===== config.mk =====
export PLATFORM = sky130hd
export DESIGN_NAME = jlvb_front
export DESIGN_NICKNAME = d
export VERILOG_FILES = /design/src/rtl/core/assert_macros.svh /design/src/rtl/core/jlvb_pkg.sv /design/src/rtl/core/jlvb_front.sv
export SDC_FILE = /design/constraint.sdc
export NUM_CORES = 1
export LEC_CHECK = 0
export BUFFER_PORTS_ARGS = -buffer_cell sky130_fd_sc_hd__buf_2
export CAP_MARGIN = 10
export CORE_UTILIZATION = 55
export DETAILED_ROUTE_END_ITERATION = 10
export PLACE_DENSITY = 0.83
export SYNTH_ARGS = -nofsm -noshare
export SYNTH_HDL_FRONTEND = slang
export SYNTH_SLANG_ARGS = --single-unit

===== constraint.sdc =====
create_clock -name clk -period 15.7 [get_ports clk]
set_clock_uncertainty 0.2 [all_clocks]
set_input_delay 0.785 -clock clk [delete_from_list [all_inputs] [get_ports clk]]
set_output_delay 0.785 -clock clk [all_outputs]
set_load 0.01 [all_outputs]

===== src/rtl/core/assert_macros.svh =====
// ----------------------------------------------------------------------------
// Assertion macros
// Shared concurrent check forms for the core RTL.
// ----------------------------------------------------------------------------
`ifndef ASSERT_MACROS_SVH
`define ASSERT_MACROS_SVH

// same-cycle implication, sampled on clk, off during reset
`define CHK_NOW(lbl, ante, cons, msg) \
    lbl: assert property (@(posedge clk) disable iff (!rst_n) (ante) |-> (cons)) \
        else $error(msg);

// next-cycle implication, sampled on clk, off during reset
`define CHK_NEXT(lbl, ante, cons, msg) \
    lbl: assert property (@(posedge clk) disable iff (!rst_n) (ante) |=> (cons)) \
        else $error(msg);

`endif


===== src/rtl/core/jlvb_pkg.sv =====
// ----------------------------------------------------------------------------
// jlvb_pkg
// Types, widths and the tanh table builder for the velocity bound shaper.
// ----------------------------------------------------------------------------
package jlvb_pkg;

    localparam int PW = 26;                  // scaled position width (x80)
    localparam int GW = 18;                  // guard width, positive in a band
    localparam int VW = 16;                  // velocity width
    localparam int SW = 17;                  // scale width, signed, 0..32768
    localparam int HW = 15;                  // tanh table entry width
    localparam int TANH_DEPTH_DEFAULT = 256;
    localparam int TANH_MAX_DEPTH = 4096;
    localparam logic signed [SW-1:0] SCALE_ONE = 17'sd32768;
    localparam logic signed [SW-1:0] SCALE_HALF = 17'sd16384;
    localparam logic [63:0] ONE_Q30 = 64'd1 << 30;

    typedef enum logic [2:0] {
        REG_MID     = 3'd0,
        REG_LO_ZERO = 3'd1,
        REG_LO_BAND = 3'd2,
        REG_HI_ZERO = 3'd3,
        REG_HI_BAND = 3'd4
    } region_t;

    typedef struct packed {
        logic signed [VW-1:0] vel_low;
        logic signed [VW-1:0] vel_high;
        region_t              region;
        logic                 pos;
    } side_t;

    // shift-subtract divide, elaboration use only
    function automatic logic [63:0] udiv64(input logic [63:0] n, input logic [63:0] d);
        logic [64:0] r;
        logic [63:0] q;
        r = '0;
        q = '0;
        for (int i = 63; i >= 0; i--)
        begin
            r = {r[63:0], n[i]};
            if (r >= {1'b0, d})
            begin
                r = r - {1'b0, d};
                q[i] = 1'b1;
            end
        end
        return q;
    endfunction

    // entry i = round(16384 * tanh(5*i/depth)), packed HW bits per entry
    function automatic logic [TANH_MAX_DEPTH*HW-1:0] tanh_build(input int depth);
        logic [63:0]        z;
        logic [63:0]        term;
        logic signed [63:0] sum;
        logic [63:0]        step;
        logic [63:0]        e;
        logic [63:0]        num;
        logic [63:0]        den;
        logic [TANH_MAX_DEPTH*HW-1:0] t;
        z = udiv64(64'd10 << 30, 64'(depth));
        term = ONE_Q30;
        sum = signed'(ONE_Q30);
        e = ONE_Q30;
        t = '0;
        for (int k = 1; k <= 16; k++)
        begin
            term = udiv64((term * z) >> 30, 64'(k));
            if (k % 2 == 1)
                sum = sum - signed'(term);
            else
                sum = sum + signed'(term);
        end
        if (sum < 0)
            sum = 0;
        if (sum > signed'(ONE_Q30))
            sum = signed'(ONE_Q30);
        step = unsigned'(sum);
        for (int i = 0; i < TANH_MAX_DEPTH; i++)
        begin
            if (i < depth)
            begin
                num = 64'd32768 * (ONE_Q30 - e) + (ONE_Q30 + e);
                den = 64'd2 * (ONE_Q30 + e);
                t[i*HW +: HW] = HW'(udiv64(num, den));
                e = (e * step + (64'd1 << 29)) >> 30;
            end
        end
        return t;
    endfunction

endpackage


===== src/rtl/core/jlvb_front.sv =====
// ----------------------------------------------------------------------------
// jlvb_front
// Two stages: scale positions by 80, then classify the angle and form the
// divider numerator.
// ----------------------------------------------------------------------------
module jlvb_front #(
    parameter int TANH_TABLE_DEPTH = jlvb_pkg::TANH_DEPTH_DEFAULT
) (
    input  logic                              clk,
    input  logic                              en1,
    input  logic                              en2,
    input  logic signed [jlvb_pkg::VW-1:0]    joint_angle,
    input  logic signed [jlvb_pkg::VW-1:0]    joint_min,
    input  logic signed [jlvb_pkg::VW-1:0]    joint_max,
    input  logic signed [jlvb_pkg::VW-1:0]    vel_low,
    input  logic signed [jlvb_pkg::VW-1:0]    vel_high,
    output jlvb_pkg::side_t                   side,
    output logic [jlvb_pkg::PW+$clog2(TANH_TABLE_DEPTH+1)+1:0] rem,
    output logic [jlvb_pkg::GW-1:0]           guard
);
    localparam int PW = jlvb_pkg::PW;
    localparam int QW = $clog2(TANH_TABLE_DEPTH + 1);
    localparam int XW = PW + QW + 2;

    logic signed [PW-1:0] q80_reg, q80_next;
    logic signed [PW-1:0] mn80_reg, mn80_next;
    logic signed [PW-1:0] mx80_reg, mx80_next;
    logic signed [PW-1:0] diff_reg, diff_next;
    logic signed [jlvb_pkg::VW-1:0] vl_reg, vh_reg;

    jlvb_pkg::side_t side_reg, side_next;
    logic [XW-1:0] rem_reg, rem_next;
    logic [jlvb_pkg::GW-1:0] guard_reg, guard_next;

    logic signed [PW-1:0] g, min_ext, min_int, min_cog, max_ext, max_int, max_cog, d;
    logic [PW-1:0] mag;

    always_comb
    begin
        q80_next  = (PW'(joint_angle) <<< 6) + (PW'(joint_angle) <<< 4);
        mn80_next = (PW'(joint_min) <<< 6) + (PW'(joint_min) <<< 4);
        mx80_next = (PW'(joint_max) <<< 6) + (PW'(joint_max) <<< 4);
        diff_next = PW'(joint_max) - PW'(joint_min);
    end

    always_comb
    begin
        g       = diff_reg <<< 1;
        min_ext = mn80_reg + g;
        min_int = mn80_reg + (g <<< 1);
        min_cog = mn80_reg + g + diff_reg;
        max_ext = mx80_reg - g;
        max_int = mx80_reg - (g <<< 1);
        max_cog = mx80_reg - g - diff_reg;
        side_next.vel_low  = vl_reg;
        side_next.vel_high = vh_reg;
        side_next.pos      = 1'b0;
        d = '0;
        if (q80_reg >= min_int && q80_reg <= max_int)
            side_next.region = jlvb_pkg::REG_MID;
        else if (q80_reg < min_int)
        begin
            if (q80_reg <= min_ext)
                side_next.region = jlvb_pkg::REG_LO_ZERO;
            else
            begin
                side_next.region = jlvb_pkg::REG_LO_BAND;
                d = q80_reg - min_cog;
                side_next.pos = (d > 0);
            end
        end
        else
        begin
            if (q80_reg >= max_ext)
                side_next.region = jlvb_pkg::REG_HI_ZERO;
            else
            begin
                side_next.region = jlvb_pkg::REG_HI_BAND;
                d = q80_reg - max_cog;
                side_next.pos = (d < 0);
            end
        end
        // a band is only reachable with a positive guard
        mag = d[PW-1] ? PW'(-d) : PW'(d);
        rem_next = XW'(mag) * XW'(2 * TANH_TABLE_DEPTH);
        guard_next = g[jlvb_pkg::GW-1:0];
    end

    always_ff @(posedge clk)
    begin
        if (en1)
        begin
            q80_reg  <= q80_next;
            mn80_reg <= mn80_next;
            mx80_reg <= mx80_next;
            diff_reg <= diff_next;
            vl_reg   <= vel_low;
            vh_reg   <= vel_high;
        end
        if (en2)
        begin
            side_reg  <= side_next;
            rem_reg   <= rem_next;
            guard_reg <= guard_next;
        end
    end

    assign side  = side_reg;
    assign rem   = rem_reg;
    assign guard = guard_reg;
endmodule


==> results by group, run 1 <==
Status
  – Status: finished clean

Synth
  – EDFF count, synth: 185
  – Mapped Area: 0.0185 mm²
  – YS warnings: 0
  – Top_reg_cell synth: edfxtp_1
  – Distinct cells, synth: 95
  – Register area share after synthesis: 30.1%
  – Syn_area_per_cell: 9.52 µm²
  – Syn Inst Count: 1,941
  – Seq cells post-synth: 185
  – Ys async rst share: 0%

Place
  – Placed Instances: 2,523
  – Cell area after placement: 0.0197 mm²
  – GPL Wtd Cong: 0.974
  – HPWL reported at the end of detailed placement: 38.1 mm
  – PortBufs: 161
  – Place WS: 7.57 ns

Setup path
  – Critical-path top delay cell: edfxtp_1
  – FF-to-FF path depth: 32
  – Max FO, Critical Path: 34
  – Cell mode on critical path: o21ai_0
  – Critical Path RT: 15.71 ns
  – R2R Setup Slk: 7.39 ns
  – Startpoint types: register
  – Crit path DAT: 8.32 ns
  – WS Path Type: register to register
  – Reg-to-Reg Start: diff_reg[2]
  – Largest stage delay, worst path: 0.63 ns
  – RR Endpoint: rem[32]
  – Crit path capture type: register

Power and ir drop
  – Lkg Pwr: 9.04 nW
  – Maximum vdd drop: 0.106 mV
  – Final Power: 4.37 mW
  – PwrDens: 215 mW/mm²

Finish
  – Share of layout cells above drive strength 1: 11.4%
  – Final Core Density: 62.0%
  – Highest-count cells in the layout ignoring fill and taps: ha_1 (271), edfxtp_1 (185), inv_1 (182), buf_2 (159), nor2_1 (152)
  – Layout net count: 2,494
  – Largest register FFs: 36
  – Area growth, synth to finish: 10.0%
  – Final Instance Count excl. Fillers: 2,555
  – Finished layout cell area: 0.0203 mm²
  – N_diodes: 0
  – Commonest non-fill, non-tap cell in the layout: ha_1

Routing
  – Routed Antenna Nets: 0
  – WL/cell: 18.4 µm
  – Via count: 15,290
  – Pre-antenna DRT Iters: 5
  – DR vias/cell: 5.98
  – Iteration-0 DRC count of the detailed router: 1,267
  – # DRC: 0
  – Post-Route WL: 47.0 mm

Clocking
  – Clock Tree Buf Depth: 2
  – Post-cts sizing count: 0
  – Sinks on Clock Net: 185
  – Clk root buf: clkbuf_16
  – H-tree depth: 4
  – Setup bufs post-CTS: 0
  – Clock transition at path regs: 0.08 ns
  – CTS tree: yes
  – Total CTS buffers: 17
  – Clk_lat worst skew: 0.47 ns
  – Cts-stage hold buffer count: 0

STA
  – Least-Margin Pin Slew: 0.968 ns
  – Fmax: 0.120 GHz
  – Final setup violation count: 0
  – Slew Viols, Final: 0
  – Fin. Hold Viols: 0
  – Post-route setup slack: 7.39 ns
  – Hold Slack: 0.221 ns
  – Max transition margin: 35.5%
  – Unrepaired setup endpoints after global routing: false
  – Minimum clock period: 8.31 ns
  – Period utilization: 52.9%
  – Setup TNS: 0 ns

Min path
  – Worst Hold End: side[15]
  – Worst hold path class: register to register
  – Worst hold start: vh_reg[11]
  – WHS Path Cells: 0

GRT
  – Initial antenna violation count: 0
  – Routing usage on met1: 36.9%
  – Global Route met3 Usage: 3.83%
  – GRT Util Overall: 28.0%
  – Global-route wire length before repair: 74.9 mm
  – Largest net degree at the start of global routing: 80
  – Vias in the first global route: 14,839
  – Met2 Use GR: 46.5%
  – GRT busiest layer: met2
  – Global route total overflow: 0

Floorplan
  – Num ports: 174
  – Chip Height: 185 µm
  – Die X: 185 µm
  – Die ar.: 0.0343 mm²
  – # rows: 66
  – Core area: 0.0328 mm²
  – Initial core utilization: 56.4%

Job
  – Max Cap Viol: 0
==> cell usage after synthesis, drive strengths merged (14+ instances only) <==
cell type  count  area [µm²]
ha           271        3390
edfxtp       185        5560
inv          185         694
nor2         152         571
a21oi        136         681
o21ai        121         617
nand2        114         430
xnor2        105         920
a21o          58         435
xor2          55         482
nor3          47         257
fa            40         801
a211oi        34         270
a21boi        33         248
nand3         33         165
buf           24         169
nor2b         22         145
o21a          21         158
nand2b        19         119
o211ai        19         153
o21bai        18         135
nand4         16         100
clkbuf        14        52.6
or3           14        92.6
==> area by class of cell <==
type / instances / area (µm²)
clock buffer: 17 / 425
clock inverter: 15 / 195
fill: 2766 / 12500
inverter: 185 / 694
multi-input combinational: 1544 / 12000
sequential: 185 / 5560
tap: 442 / 553
timing repair buffer: 167 / 856
==> critical path: cells and delay by family, from the launching register on <==
kind	cells	cell delay, ns
compound gates	16	3.60
simple gates	9	1.82
buf+inv	4	0.87
fa+ha+maj	2	0.74
flops	1	0.63
xor+xnor	1	0.18
==> layer usage <==
layer,wire [µm],up-vias,share of wire (%)
met5,0,-,0
met4,1390,0,3.0
met3,2480,94,5.3
met2,21800,527,46
met1,21300,7230,45
li1,-,7439,-
==> worst max-delay path by stage <==
stage / depth (start not counted) / startpoint / to / slack [ns]
after detailed placement: 32 / diff_reg[2] / rem[32] / 7.57
after global placement: 32 / diff_reg[2] / rem[32] / 7.82
final: 32 / diff_reg[2] / rem[32] / 7.39
after floorplan: 33 / diff_reg[0] / rem[32] / 8.88
after CTS: 32 / diff_reg[2] / rem[32] / 7.55
after global routing: 30 / diff_reg[2] / rem[30] / 6.87
==> where the power goes <==
part | internal [mW] | total, mW | switching (mW) | leakage, nW
Combinational | 1.28 | 3.18 | 1.90 | 6.92
Clock | 0.219 | 0.447 | 0.228 | 0.296
Sequential | 0.676 | 0.743 | 0.0666 | 1.83
==> logic make-up after synthesis <==
group | synth area share (%)
AO/OA/AOI/OAI | 21.1
AND/OR/NAND/NOR | 12.4
adder cells (fa/ha/maj) | 22.8
buffers and inverters | 4.96
flip-flops | 30.1
XOR/XNOR | 8.07
multiplexers | 0.508
other | 0.0203
Power figures use the tool's default switching activity.
==> inputs of run 2 (changes only) <==
--- a/config.mk
+++ b/config.mk
@@ -9,7 +9,7 @@
 export CAP_MARGIN = 10
 export CORE_UTILIZATION = 55
 export DETAILED_ROUTE_END_ITERATION = 10
-export PLACE_DENSITY = 0.83
+export PLACE_DENSITY = 0.86
 export SYNTH_ARGS = -nofsm -noshare
 export SYNTH_HDL_FRONTEND = slang
 export SYNTH_SLANG_ARGS = --single-unit
==> constraint.sdc (replaced) <==
create_clock -name clk -period 6.95 [get_ports clk]
set_clock_uncertainty 0.2 [all_clocks]
set_input_delay 0.3475 -clock clk [delete_from_list [all_inputs] [get_ports clk]]
set_output_delay 0.3475 -clock clk [all_outputs]
set_load 0.01 [all_outputs]
==> run 2 against run 1 <==
  * Setup slack worse by 7.3 ns
  * Largest power group unchanged
  * Sequential share of layout area down 1.9 points
  * Combinational power grew to 2.5 times the previous value
  * Via count rose by 6.5%
==> results by group, run 2 (synthesized netlist as in run 1, its figures left out) <==
Finish
  – FF/Latch Area: 0.00556 mm² (unchanged)
  – Multi-input gate area: 0.0124 mm² (was 0.0120 mm²)
  – Layout net count: 2,619 (was 2,494)
  – Commonest non-fill, non-tap cell in the layout: ha_1 (unchanged)
  – N_diodes: 0 (unchanged)
  – Largest register FFs: 36 (unchanged)
  – Filler cells: 2,573 (was 2,766)
  – Highest-count cells in the layout ignoring fill and taps: ha_1 (267), edfxtp_1 (185), inv_1 (179), buf_2 (159), nor2_1 (152) (was ha_1 (271), edfxtp_1 (185), inv_1 (182), buf_2 (159), nor2_1 (152))
  – Share of layout cells above drive strength 1: 17.2% (was 11.4%)
  – Area growth, synth to finish: 18.1% (was 10.0%)

Floorplan
  – # rows: 66 (unchanged)
  – Die X: 185 µm (unchanged)
  – Die ar.: 0.0343 mm² (unchanged)
  – Initial core utilization: 56.4% (unchanged)
  – Num ports: 174 (unchanged)
  – Chip Height: 185 µm (unchanged)
  – Core area: 0.0328 mm² (unchanged)

Power and ir drop
  – Lkg Pwr: 9.72 nW (was 9.04 nW)
  – PwrDens: 491 mW/mm² (was 215 mW/mm²)
  – Maximum vdd drop: 0.332 mV (was 0.106 mV)

STA
  – Fmax: 0.146 GHz (was 0.120 GHz)
  – Hold Slack: 0.0322 ns (was 0.221 ns)
  – Least-Margin Pin Slew: 0.962 ns (was 0.968 ns)
  – Period utilization: 98.5% (was 52.9%)
  – Final setup violation count: 0 (unchanged)
  – Setup TNS: 0 ns (unchanged)
  – Fin. Hold Viols: 0 (unchanged)
  – Unrepaired setup endpoints after global routing: true (was false)
  – Minimum clock period: 6.84 ns (was 8.31 ns)
  – Max transition margin: 35.9% (was 35.5%)
  – Slew Viols, Final: 0 (unchanged)

Status
  – Status: finished clean (unchanged)

Setup path
  – Critical-path top delay cell: edfxtp_1 (unchanged)
  – Critical Path RT: 6.96 ns (was 15.71 ns)
  – WS Path Type: register to register (unchanged)
  – Largest stage delay, worst path: 0.44 ns (was 0.63 ns)
  – Max FO, Critical Path: 6 (was 34)
  – R2R Setup Slk: 0.11 ns (was 7.39 ns)
  – Crit path capture type: register (unchanged)
  – Startpoint types: register (unchanged)
  – Crit path DAT: 6.86 ns (was 8.32 ns)

Min path
  – Worst hold path class: input pin to register (was register to register)

Routing
  – # DRC: 0 (unchanged)
  – DR vias/cell: 6.08 (was 5.98)
  – Via count: 16,283 (was 15,290)
  – Pre-antenna DRT Iters: 6 (was 5)
  – Routed Antenna Nets: 0 (unchanged)
  – WL/cell: 19.0 µm (was 18.4 µm)
  – Post-Route WL: 50.8 mm (was 47.0 mm)
  – Iteration-0 DRC count of the detailed router: 1,310 (was 1,267)

GRT
  – Global-route wire length before repair: 79.3 mm (was 74.9 mm)
  – Initial antenna violation count: 1 (was 0)
  – Vias in the first global route: 15,875 (was 14,839)
  – GRT Util Overall: 29.8% (was 28.0%)
  – Largest net degree at the start of global routing: 80 (unchanged)
  – Global route total overflow: 0 (unchanged)

Clocking
  – Clk root buf: clkbuf_16 (unchanged)
  – Total CTS buffers: 17 (unchanged)
  – Clk_lat worst skew: 0.48 ns (was 0.47 ns)
  – Clock Tree Buf Depth: 2 (unchanged)
  – Clock transition at path regs: 0.08 ns (about the same)
  – CTS tree: yes (unchanged)
  – H-tree depth: 4 (unchanged)
  – Sinks on Clock Net: 185 (unchanged)

Place
  – PortBufs: 161 (unchanged)
  – GPL Wtd Cong: 0.964 (was 0.974)
  – HPWL reported at the end of detailed placement: 39.6 mm (was 38.1 mm)

Job
  – Max Cap Viol: 0 (unchanged)
[run 2: path summary, 6_finish.rpt]
check | from | endpoint | cells after the start
hold / removal | joint_min[2] | mn80_reg[6] | 2
setup / recovery | diff_reg[4] | rem[32] | 30
setup reg to reg | diff_reg[4] | rem[32] | 30
hold reg to reg | vh_reg[5] | side[9] | 0
[run 2: area by class of cell]
cell class | count | area share, %
Sequential cell | 185 | 25.5
Tap cell | 442 | 2.53
Clock buffer | 17 | 1.95
Inverter | 185 | 3.19
Clock inverter | 15 | 0.998
Multi-Input combinational cell | 1544 | 57.0
Timing Repair Buffer | 292 | 8.85
[run 2: stage by stage]
stage	std cells	cell area, µm²	worst slack (ns)	total power [mW]	util, %
after floorplan	1952	18500	0.133	7.08	-
after global placement	2577	20100	-0.0864	8.81	61.4
after detailed placement	2577	20100	-0.261	9.04	61.4
after CTS	2661	21400	0.00284	10.3	65.1
after global routing	2680	21800	-0.178	11.5	66.6
final	2680	21800	0.107	10.7	66.6
[run 2: power by group]
| group | leakage [nW] | total [mW] | internal [mW] | switching, mW |
|---|---|---|---|---|
| sequential | 1.83 | 1.67 | 1.53 | 0.139 |
| combinational | 7.58 | 8.00 | 3.38 | 4.62 |
| clock | 0.310 | 1.05 | 0.530 | 0.520 |
| total | 9.72 | 10.7 | 5.44 | 5.28 |
[run 2: critical path, delay by kind of cell, from the launching register on]
family / cells / cell delay [ns]
flops: 1 / 0.44
buf+inv: 4 / 0.65
simple gates: 6 / 1.19
compound gates: 17 / 3.36
fa+ha+maj: 2 / 0.56
xor+xnor: 1 / 0.17
[run 2: routing by layer]
metal | track usage (%) | vias up | part of all wire [%]
li1 | - | 7708 | -
met1 | 38.7 | 7734 | 43
met2 | 48.7 | 699 | 47
met3 | 4.60 | 142 | 6.5
met4 | 13.4 | 0 | 4.0
met5 | 0 | - | 0
[run 2: timing repair]
action,CTS,global route
pin swaps,13,68
endpoints found under the hold margin,42,0
hold buffers,42,0
buffers inserted,10,20
resized for setup,23,72
setup endpoints to repair,25,26
==> inputs of run 3 (changes only) <==
--- a/config.mk
+++ b/config.mk
@@ -10,6 +10,7 @@
 export CORE_UTILIZATION = 55
 export DETAILED_ROUTE_END_ITERATION = 10
 export PLACE_DENSITY = 0.86
+export REMOVE_ABC_BUFFERS = 1
 export SYNTH_ARGS = -nofsm -noshare
 export SYNTH_HDL_FRONTEND = slang
 export SYNTH_SLANG_ARGS = --single-unit
==> run 3 against run 2 <==
  * The run now ends with setup timing left
  * Core utilization decreased by 0.32 points
  * Flip-flop and latch count unchanged
  * Power decreased by 0.13%
  * Combinational power increased by 1%
  * Critical path type unchanged
==> results by group, run 3 (synthesized netlist as in run 1, its figures left out) <==
Floorplan
  – Chip Height: 185 µm (unchanged)
  – Core area: 0.0328 mm² (unchanged)
  – Die ar.: 0.0343 mm² (unchanged)
  – Die X: 185 µm (unchanged)
  – Initial core utilization: 56.4% (unchanged)
  – # rows: 66 (unchanged)
  – Num ports: 174 (unchanged)

Routing
  – WL/cell: 19.0 µm (about the same)
  – # DRC: 0 (unchanged)
  – Pre-antenna DRT Iters: 6 (unchanged)
  – DR vias/cell: 5.97 (was 6.08)
  – Iteration-0 DRC count of the detailed router: 1,299 (was 1,310)
  – Routed Antenna Nets: 0 (unchanged)
  – Via count: 16,031 (was 16,283)
  – Post-Route WL: 50.9 mm (was 50.8 mm)

GRT
  – Initial antenna violation count: 0 (was 1)
  – Global route total overflow: 0 (unchanged)
  – GRT Util Overall: 29.6% (was 29.8%)
  – Vias in the first global route: 15,823 (was 15,875)
  – Largest net degree at the start of global routing: 80 (unchanged)
  – Global-route wire length before repair: 79.0 mm (was 79.3 mm)

Finish
  – Share of layout cells above drive strength 1: 17.0% (was 17.2%)
  – N_diodes: 0 (unchanged)
  – Final Core Density: 66.2% (was 66.6%)
  – Layout net count: 2,624 (was 2,619)
  – Filler cells: 2,552 (was 2,573)
  – Final Instance Count excl. Fillers: 2,684 (was 2,680)
  – Highest-count cells in the layout ignoring fill and taps: ha_1 (266), edfxtp_1 (185), inv_1 (181), buf_2 (159), nor2_1 (152) (was ha_1 (267), edfxtp_1 (185), inv_1 (179), buf_2 (159), nor2_1 (152))
  – Area growth, synth to finish: 17.5% (was 18.1%)
  – Largest register FFs: 36 (unchanged)
  – Finished layout cell area: 0.0217 mm² (was 0.0218 mm²)
  – Commonest non-fill, non-tap cell in the layout: ha_1 (unchanged)

Place
  – Cell area after placement: 0.0202 mm² (was 0.0201 mm²)
  – GPL Wtd Cong: 0.990 (was 0.964)
  – Placed Instances: 2,588 (was 2,577)
  – PortBufs: 161 (unchanged)
  – HPWL reported at the end of detailed placement: 40.3 mm (was 39.6 mm)

Clocking
  – Clk root buf: clkbuf_16 (unchanged)
  – Clock Tree Buf Depth: 2 (unchanged)
  – Clk_lat worst skew: 0.46 ns (was 0.48 ns)
  – H-tree depth: 4 (unchanged)
  – Sinks on Clock Net: 185 (unchanged)
  – Total CTS buffers: 17 (unchanged)
  – Clock transition at path regs: 0.07 ns (was 0.08 ns)
  – CTS tree: yes (unchanged)

STA
  – Max transition margin: 33.8% (was 35.9%)
  – Post-route setup slack: -0.0574 ns (was 0.107 ns)
  – Slew Viols, Final: 0 (unchanged)
  – Least-Margin Pin Slew: 0.994 ns (was 0.962 ns)
  – Fmax: 0.143 GHz (was 0.146 GHz)
  – Unrepaired setup endpoints after global routing: true (unchanged)
  – Fin. Hold Viols: 0 (unchanged)
  – Setup TNS: -0.0623 ns (was 0 ns)
  – Hold Slack: 0.0598 ns (was 0.0322 ns)
  – Period utilization: 101% (was 98.5%)
  – Final setup violation count: 2 (was 0)
  – Minimum clock period: 7.01 ns (was 6.84 ns)

Job
  – Max Cap Viol: 0 (unchanged)

Status
  – Status: finished with violations (was finished clean)
  – Failing checks: setup timing

Setup path
  – Crit path capture type: register (unchanged)
  – Cell mode on critical path: a21oi_2
  – WS Path Type: register to register (unchanged)
  – Critical Path RT: 6.94 ns (was 6.96 ns)
  – Critical-path top delay cell: edfxtp_1 (unchanged)
  – Max FO, Critical Path: 5 (was 6)
  – Crit path DAT: 7.00 ns (was 6.86 ns)
  – Startpoint types: register (unchanged)
  – Largest stage delay, worst path: 0.42 ns (was 0.44 ns)

Min path
  – Worst hold path class: input pin to register (unchanged)

Power and ir drop
  – PwrDens: 493 mW/mm² (was 491 mW/mm²)
  – Comb power frac: 75.6% (was 74.7%)
  – Internal Power: 5.48 mW (was 5.44 mW)
  – Lkg Pwr: 9.69 nW (was 9.72 nW)
  – Switch share: 48.8% (was 49.2%)
  – Clk pwr share: 8.8% (was 9.8%)
  – Sw power: 5.23 mW (was 5.28 mW)
  – Seq pwr share: 15.6% (was 15.5%)
  – Maximum vdd drop: 0.308 mV (was 0.332 mV)
[run 3: repair_timing]
action | CTS | global route
hold buffers | 41 | 0
pin swaps | 16 | 40
endpoints found under the hold margin | 41 | 0
setup endpoints to repair | 21 | 25
gates resized for setup | 26 | 59
buffers inserted | 8 | 17
[run 3: final cells by class]
type	count	area [µm²]	area share (%)
well taps	442	553	2.55
flip-flops and latches	185	5560	25.6
repair buffers	297	1980	9.10
clock inverters	14	124	0.570
multi-input cells	1544	12400	57.0
inverters	185	697	3.21
clock buffers	17	425	1.96
[run 3: worst max-delay path: cells and delay by family, from the launching register on]
family,cells,cell delay [ns]
and+or+nand+nor,6,1.26
xor gates and xnor gates,1,0.19
buffers and inverters,4,0.49
adders and majority gates,2,0.51
DFF,1,0.42
AOI/OAI and AO/OA,19,3.67
[run 3: final timing paths]
kind	from	slack (ns)	endpoint	cells past startpoint
min	joint_min[2]	0.06	mn80_reg[6]	2
min reg2reg	vh_reg[7]	0.21	side[11]	0
max	diff_reg[2]	-0.06	rem[30]	32
max reg2reg	diff_reg[2]	-0.06	rem[30]	32
[run 3: per-stage QoR]
stage | setup slack (ns) | total power, mW
6_report | -0.0574 | 10.7
3_5_place_dp | -0.309 | 9.07
5_1_grt | -0.287 | 11.5
4_1_cts | 0.0141 | 10.2
3_3_place_gp | -0.0319 | 8.84
2_1_floorplan | -0.431 | 7.03
[run 3: routing by layer]
layer	vias to the layer above	GRT usage, %	share of wire [%]
li1	7706	-	-
met1	7580	36.5	43
met2	626	51.9	48
met5	-	0	0
met4	0	12.3	3.8
met3	119	3.87	5.7
[run 3: power groups by stage]
stage               Sequential (mW)  Clock (mW)  Combinational [mW]
global route                   1.69        1.01                8.79
global placement               1.68           0                7.16
detailed placement             1.70           0                7.37
finish                         1.67       0.941                8.09
floorplan                      1.71           0                5.32
CTS                            1.67       0.960                7.57
